==> src/hdl/eds_ram.sv <==
// Generic single-write, single-read RAM with a registered read port.
module eds_ram #(
  parameter int WIDTH = 16,
  parameter int DEPTH = 128
) (
  input  logic                     clk,
  input  logic                     we,
  input  logic [$clog2(DEPTH)-1:0] waddr,
  input  logic [WIDTH-1:0]         wdata,
  input  logic [$clog2(DEPTH)-1:0] raddr,
  output logic [WIDTH-1:0]         rdata
);

  logic [WIDTH-1:0] mem_r [DEPTH];
  logic [WIDTH-1:0] rdata_r;

  always_ff @(posedge clk) begin
    if (we) begin
      mem_r[waddr] <= wdata;
    end
    rdata_r <= mem_r[raddr];
  end

  assign rdata = rdata_r;

endmodule

==> config.mk <==
export PLATFORM = sky130hd
export DESIGN_NAME = eds_ram
export DESIGN_NICKNAME = d
export VERILOG_FILES = /design/src/hdl/eds_ram.sv
export SDC_FILE = /design/constraint.sdc
export NUM_CORES = 2
export LEC_CHECK = 0
export BUFFER_PORTS_ARGS = -buffer_cell sky130_fd_sc_hd__buf_2
export CAP_MARGIN = 20
export CORE_MARGIN = 2
export CORE_UTILIZATION = 30
export DETAILED_ROUTE_END_ITERATION = 12
export PLACE_DENSITY_LB_ADDON = 0.05
export SLEW_MARGIN = 15
export SYNTH_ARGS = -nofsm -noshare
export SYNTH_HDL_FRONTEND = slang
export SYNTH_SLANG_ARGS = --single-unit
==> constraint.sdc <==
create_clock -name clk -period 6.82 [get_ports clk]
set_clock_uncertainty 0.2 [all_clocks]
set_input_delay 0.341 -clock clk [delete_from_list [all_inputs] [get_ports clk]]
set_output_delay 0.341 -clock clk [all_outputs]
set_load 0.005 [all_outputs]
Yosys cells after proc, flatten, opt, wreduce, memory -nomap -nowiden
Memories as Yosys holds them, arrays and structs flattened. A register that Yosys moved wholly into a read port is not among the register bits.
Index checks and enable logic that the tools add are counted.
{"block": "totals", "regBits": 0, "wordCells": 3, "memories": 1, "ramBits": 2048, "input_bits": 32}
{"block": "classes", "muxes": 2}
{"memory": "mem_r", "depth": 128, "word_bits": 16, "rd": 1, "rd_ports_with_merged_regs": 1, "wr": 1, "line": "14", "rtl": "logic [WIDTH-1:0] mem_r [DEPTH];"}
{"operator": "1-bit 2-to-1 mux", "count": 2}

Depth between registers and ports, before layout
{"block": "depth", "depth_word": 2, "mapped_depth": 7}

Least setup slack after synthesis
OpenSTA, ideal clock, no wires.
{"block": "synth_timing", "kind": "input port to flip-flop", "startpoint": "input raddr[0]", "endpoint": "register rdata_r[0] (netlist: rdata[0]) (read register of mem_r)", "setup_ns": 0.121, "stages": 6, "arrival_ns": 2.715, "required_ns": 6.499, "path_buffers": 2, "setup_slack_ns": 3.784, "cell_sequence": "buf_2 > buf_1 > mux4_2 > mux4_2 > mux4_2 > mux2_2"}
{"item": "start, declared", "line": "10", "rtl": "input logic [$clog2(DEPTH)-1:0] raddr,"}
{"item": "end, declared", "line": "15", "rtl": "logic [WIDTH-1:0] rdata_r;"}

==> impl_metrics.xml <==
<?xml version="1.0" encoding="UTF-8"?>
<metrics>
  <group name="worst_setup_path">
    <metric name="critPathSlowestCell" unit="">sky130_fd_sc_hd__mux4_2</metric>
    <metric name="start_kind" unit="">input port</metric>
    <metric name="cpMostUsedCell" unit="">sky130_fd_sc_hd__mux4_2</metric>
    <metric name="regToRegSetupSlack" unit="ps">3530</metric>
    <metric name="crit_path_max_fanout" unit="">63</metric>
    <metric name="path_cells" unit="">buf_8 &gt; buf_12 &gt; buf_4 &gt; mux4_2 &gt; mux4_2 &gt; mux4_2 &gt; mux2_2 &gt; dlygate4sd3_1</metric>
    <metric name="timing.critical_path.to_type" unit="">flip-flop</metric>
    <metric name="path_delay_family" unit="">multiplexers</metric>
    <metric name="timing.setup.critical_path_class" unit="">input port to flip-flop</metric>
    <metric name="slowest_delay" unit="ps">610</metric>
    <metric name="required" unit="ps">7350</metric>
    <metric name="worst-path-buf-inv" unit="">4</metric>
    <metric name="worst-endpoint-arrival" unit="ps">4270</metric>
  </group>
  <group name="power_and_ir_drop">
    <metric name="vdd_drop_max" unit="V">0.000276</metric>
    <metric name="power.leakage" unit="nW">27.8</metric>
    <metric name="powerDensity" unit="nW/um^2">300</metric>
  </group>
  <group name="cells_and_area">
    <metric name="layout-area-overhead-vs-synth" unit="%">17.2</metric>
    <metric name="fin_util" unit="%">35.4</metric>
    <metric name="multi_input_comb_area" unit="sq um">16500</metric>
    <metric name="layout.nets" unit="">3400</metric>
    <metric name="layout.filler_cells" unit="">23600</metric>
    <metric name="post_route_cells_drive_above_1_share" unit="%">36.2</metric>
    <metric name="area.sequential" unit="sq um">61800</metric>
    <metric name="finish.instance_area" unit="sq um">92000</metric>
  </group>
  <group name="grt">
    <metric name="grt_pass1_wl" unit="um">324000</metric>
    <metric name="grt.overflow.total" unit="">0</metric>
    <metric name="antenna_violations_before_repair" unit="">28</metric>
    <metric name="groute.usage.overall" unit="%">18.0</metric>
    <metric name="number_of_global_route_vias_before_repair" unit="">37100</metric>
    <metric name="grt_max_degree" unit="">102</metric>
  </group>
  <group name="detailed_routing">
    <metric name="via_count" unit="">35300</metric>
    <metric name="drtAntennaViolNets" unit="">0</metric>
    <metric name="wire_per_inst" unit="um">33.7</metric>
    <metric name="vias_per_cell" unit="">4.99</metric>
    <metric name="drt-total-wl" unit="um">238000</metric>
    <metric name="detail_route.first_pass.iterations" unit="">8</metric>
    <metric name="dr.first_iter.drc_count" unit="">3471</metric>
    <metric name="route.detailed.drc" unit="">0</metric>
  </group>
  <group name="cts">
    <metric name="worstSkewPairLatency" unit="ps">880</metric>
    <metric name="clk_path_buf_depth" unit="">3</metric>
    <metric name="root_buffer" unit="">sky130_fd_sc_hd__clkbuf_16</metric>
    <metric name="cts_num_sinks" unit="">2064</metric>
    <metric name="path_clk_slew" unit="ps">60</metric>
    <metric name="cts_tree" unit="">yes</metric>
    <metric name="cts.repair.resized" unit="">0</metric>
    <metric name="cts-buffers-inserted" unit="">228</metric>
    <metric name="htree_num_levels" unit="">4</metric>
  </group>
  <group name="die">
    <metric name="die_w" unit="um">516</metric>
    <metric name="fp.dieArea" unit="sq um">266000</metric>
    <metric name="start_util" unit="%">30.2</metric>
    <metric name="num_io_pins" unit="">48</metric>
    <metric name="fp.dieH" unit="um">516</metric>
    <metric name="floorplan.core_area" unit="sq um">260000</metric>
    <metric name="floorplan.rows" unit="">187</metric>
  </group>
  <group name="logic_synthesis">
    <metric name="main_combinational_cell_family_by_area_after_synthesis" unit="">multiplexers</metric>
    <metric name="synth_simple_gate_area_share" unit="%">0.888</metric>
    <metric name="synthesis.area_per_instance" unit="sq um">25.4</metric>
    <metric name="ys_warn_count" unit="">0</metric>
    <metric name="post_synth_instance_area" unit="sq um">78500</metric>
    <metric name="synth-adder-area-share" unit="%">0</metric>
    <metric name="post_synthesis_sequential_element_count" unit="">2064</metric>
    <metric name="synth_async_sr_flop_share" unit="%">0</metric>
    <metric name="synth_enable_flop_cells" unit="">2048</metric>
    <metric name="synth_seq_area_share" unit="%">78.7</metric>
    <metric name="area_fraction_in_compound_gates_after_synthesis" unit="%">0</metric>
    <metric name="number_of_instances_in_the_synthesized_netlist" unit="">3086</metric>
    <metric name="ys_dominant_reg_cell" unit="">sky130_fd_sc_hd__edfxtp_1</metric>
    <metric name="synthXorXnorAreaFrac" unit="%">0</metric>
    <metric name="synth.lib_cells_used.distinct" unit="">17</metric>
    <metric name="mux_share_of_post_synthesis_cell_area" unit="%">19.5</metric>
    <metric name="postSynthNetCount" unit="">3118</metric>
  </group>
  <group name="timing">
    <metric name="slew_viol_final" unit="">0</metric>
    <metric name="timing.final.crit_period" unit="ps">3730</metric>
    <metric name="final_ws_setup" unit="ps">3090</metric>
    <metric name="relSlewSlack" unit="%">23.5</metric>
    <metric name="final.period_utilization" unit="%">54.8</metric>
    <metric name="fin_setup_tns" unit="ps">0</metric>
    <metric name="unrepaired_setup_endpoints_after_global_routing" unit="">no</metric>
    <metric name="maxClockFrequency" unit="MHz">268</metric>
    <metric name="report.final.hold_viol_count" unit="">0</metric>
    <metric name="worst_slew_pin_slew" unit="ps">1150</metric>
    <metric name="final-setup-viol-count" unit="">0</metric>
  </group>
  <group name="worst_hold_path">
    <metric name="hold_path_class" unit="">input port to flip-flop</metric>
  </group>
  <group name="job">
    <metric name="cap_viol_max_count" unit="">0</metric>
  </group>
  <group name="placement">
    <metric name="gp_routability_congestion" unit="">0.744</metric>
    <metric name="place.detailed.hpwl" unit="um">136000</metric>
    <metric name="pre_cts_ws" unit="ps">2420</metric>
    <metric name="dpl-instance-area" unit="sq um">84300</metric>
    <metric name="io_buffer_count" unit="">47</metric>
  </group>
  <group name="outcome">
    <metric name="status" unit="">completed</metric>
  </group>
</metrics>
## sequential cells by signal, indices dropped and copies added (netlist names)
name   flops
mem_r   2048
rdata     16
## routing by layer
layer	wire, um	part of all wire (%)	up-vias	track usage (%)
li1	-	-	14100	-
met2	116000	49	844	29.4
met4	4480	1.9	2	3.99
met5	10	0.0042	-	0
met1	109000	46	20000	25.6
met3	8780	3.7	270	2.43
## layout make-up
cell class | count | share of cell area [%]
Clock inverter | 134 | 1.45
Timing Repair Buffer | 216 | 2.04
Clock buffer | 289 | 6.60
Antenna cell | 12 | 0.0326
Tap cell | 3496 | 4.76
Sequential cell | 2064 | 67.2
Multi-Input combinational cell | 858 | 17.9
## what timing repair did
item,4_1_cts,5_1_grt
hold buffers,25,0
setup buffers,0,0
hold endpoints to repair,979,0
## cell families (layout without fill, tap and decap cells)
| group | count (synthesis) | in the layout |
|---|---|---|
| DFF | 2064 | 2064 |
| and+or+nand+nor | 170 | 170 |
| muxes | 688 | 688 |
| buffers and inverters | 164 | 639 |
| other | 0 | 12 |
## synthesized netlist by cell type, types with 7 or more instances
cell / count / area [sq um]
sky130_fd_sc_hd__mux4_2: 672 / 15100
sky130_fd_sc_hd__buf_2: 52 / 260
sky130_fd_sc_hd__buf_1: 28 / 105
sky130_fd_sc_hd__nor3_1: 9 / 45.0
sky130_fd_sc_hd__clkbuf_1: 82 / 308
sky130_fd_sc_hd__dfxtp_1: 16 / 320
sky130_fd_sc_hd__nor2_1: 122 / 458
sky130_fd_sc_hd__nor2b_1: 7 / 43.8
sky130_fd_sc_hd__nand2_1: 14 / 52.6
sky130_fd_sc_hd__mux2_2: 16 / 180
sky130_fd_sc_hd__nand3_1: 12 / 60.1
sky130_fd_sc_hd__edfxtp_1: 2048 / 61500
## metrics by stage
stage	power [W]	std cells	hold WS, ps
after global placement	0.0157	6607	565
after detailed placement	0.0157	6607	562
final	0.0276	7069	174
after CTS	0.0280	7055	91.9
after global routing	0.0285	7063	202
after floorplan	0.0150	3086	240
## layout by cell type (no fill, tap or decap), types with 6 or more instances in the layout
| master | count |
|---|---|
| sky130_fd_sc_hd__buf_12 | 17 |
| sky130_fd_sc_hd__buf_2 | 27 |
| sky130_fd_sc_hd__buf_4 | 142 |
| sky130_fd_sc_hd__bufinv_16 | 19 |
| sky130_fd_sc_hd__clkbuf_1 | 50 |
| sky130_fd_sc_hd__clkbuf_16 | 230 |
| sky130_fd_sc_hd__clkbuf_8 | 9 |
| sky130_fd_sc_hd__clkinv_1 | 46 |
| sky130_fd_sc_hd__clkinv_2 | 53 |
| sky130_fd_sc_hd__dfxtp_1 | 16 |
| sky130_fd_sc_hd__diode_2 | 12 |
| sky130_fd_sc_hd__dlygate4sd3_1 | 25 |
| sky130_fd_sc_hd__edfxtp_1 | 2048 |
| sky130_fd_sc_hd__inv_16 | 6 |
| sky130_fd_sc_hd__mux2_2 | 16 |
| sky130_fd_sc_hd__mux4_2 | 672 |
| sky130_fd_sc_hd__nand2_1 | 14 |
| sky130_fd_sc_hd__nand3_1 | 12 |
| sky130_fd_sc_hd__nor2_1 | 48 |
| sky130_fd_sc_hd__nor2_2 | 25 |
| sky130_fd_sc_hd__nor2_4 | 49 |
| sky130_fd_sc_hd__nor2b_1 | 7 |
| sky130_fd_sc_hd__nor3_2 | 9 |
## power by group
group          internal, W  switching (W)  leakage [nW]  total (W)
combinational     0.000526       0.000865          5.62    0.00139
sequential          0.0140      0.0000319          18.5     0.0140
clock              0.00701        0.00514          3.64     0.0122
total               0.0216        0.00604          27.8     0.0276
## worst paths after layout
check | startpoint | to | cells after the start
setup / recovery | raddr[0] | rdata[6]$_DFF_P_ | 8
hold / removal | waddr[5] | mem_r[66][6]$_DFFE_PP_ | 4
setup reg to reg | mem_r[31][6]$_DFFE_PP_ | rdata[6]$_DFF_P_ | 5
hold reg to reg | mem_r[126][7]$_DFFE_PP_ | rdata[7]$_DFF_P_ | 4
## worst min-delay path: cells and delay by family
family	cells	cell delay, ps
buf+inv	1	220
simple gates	3	500
Power figures use the tool's default switching activity.
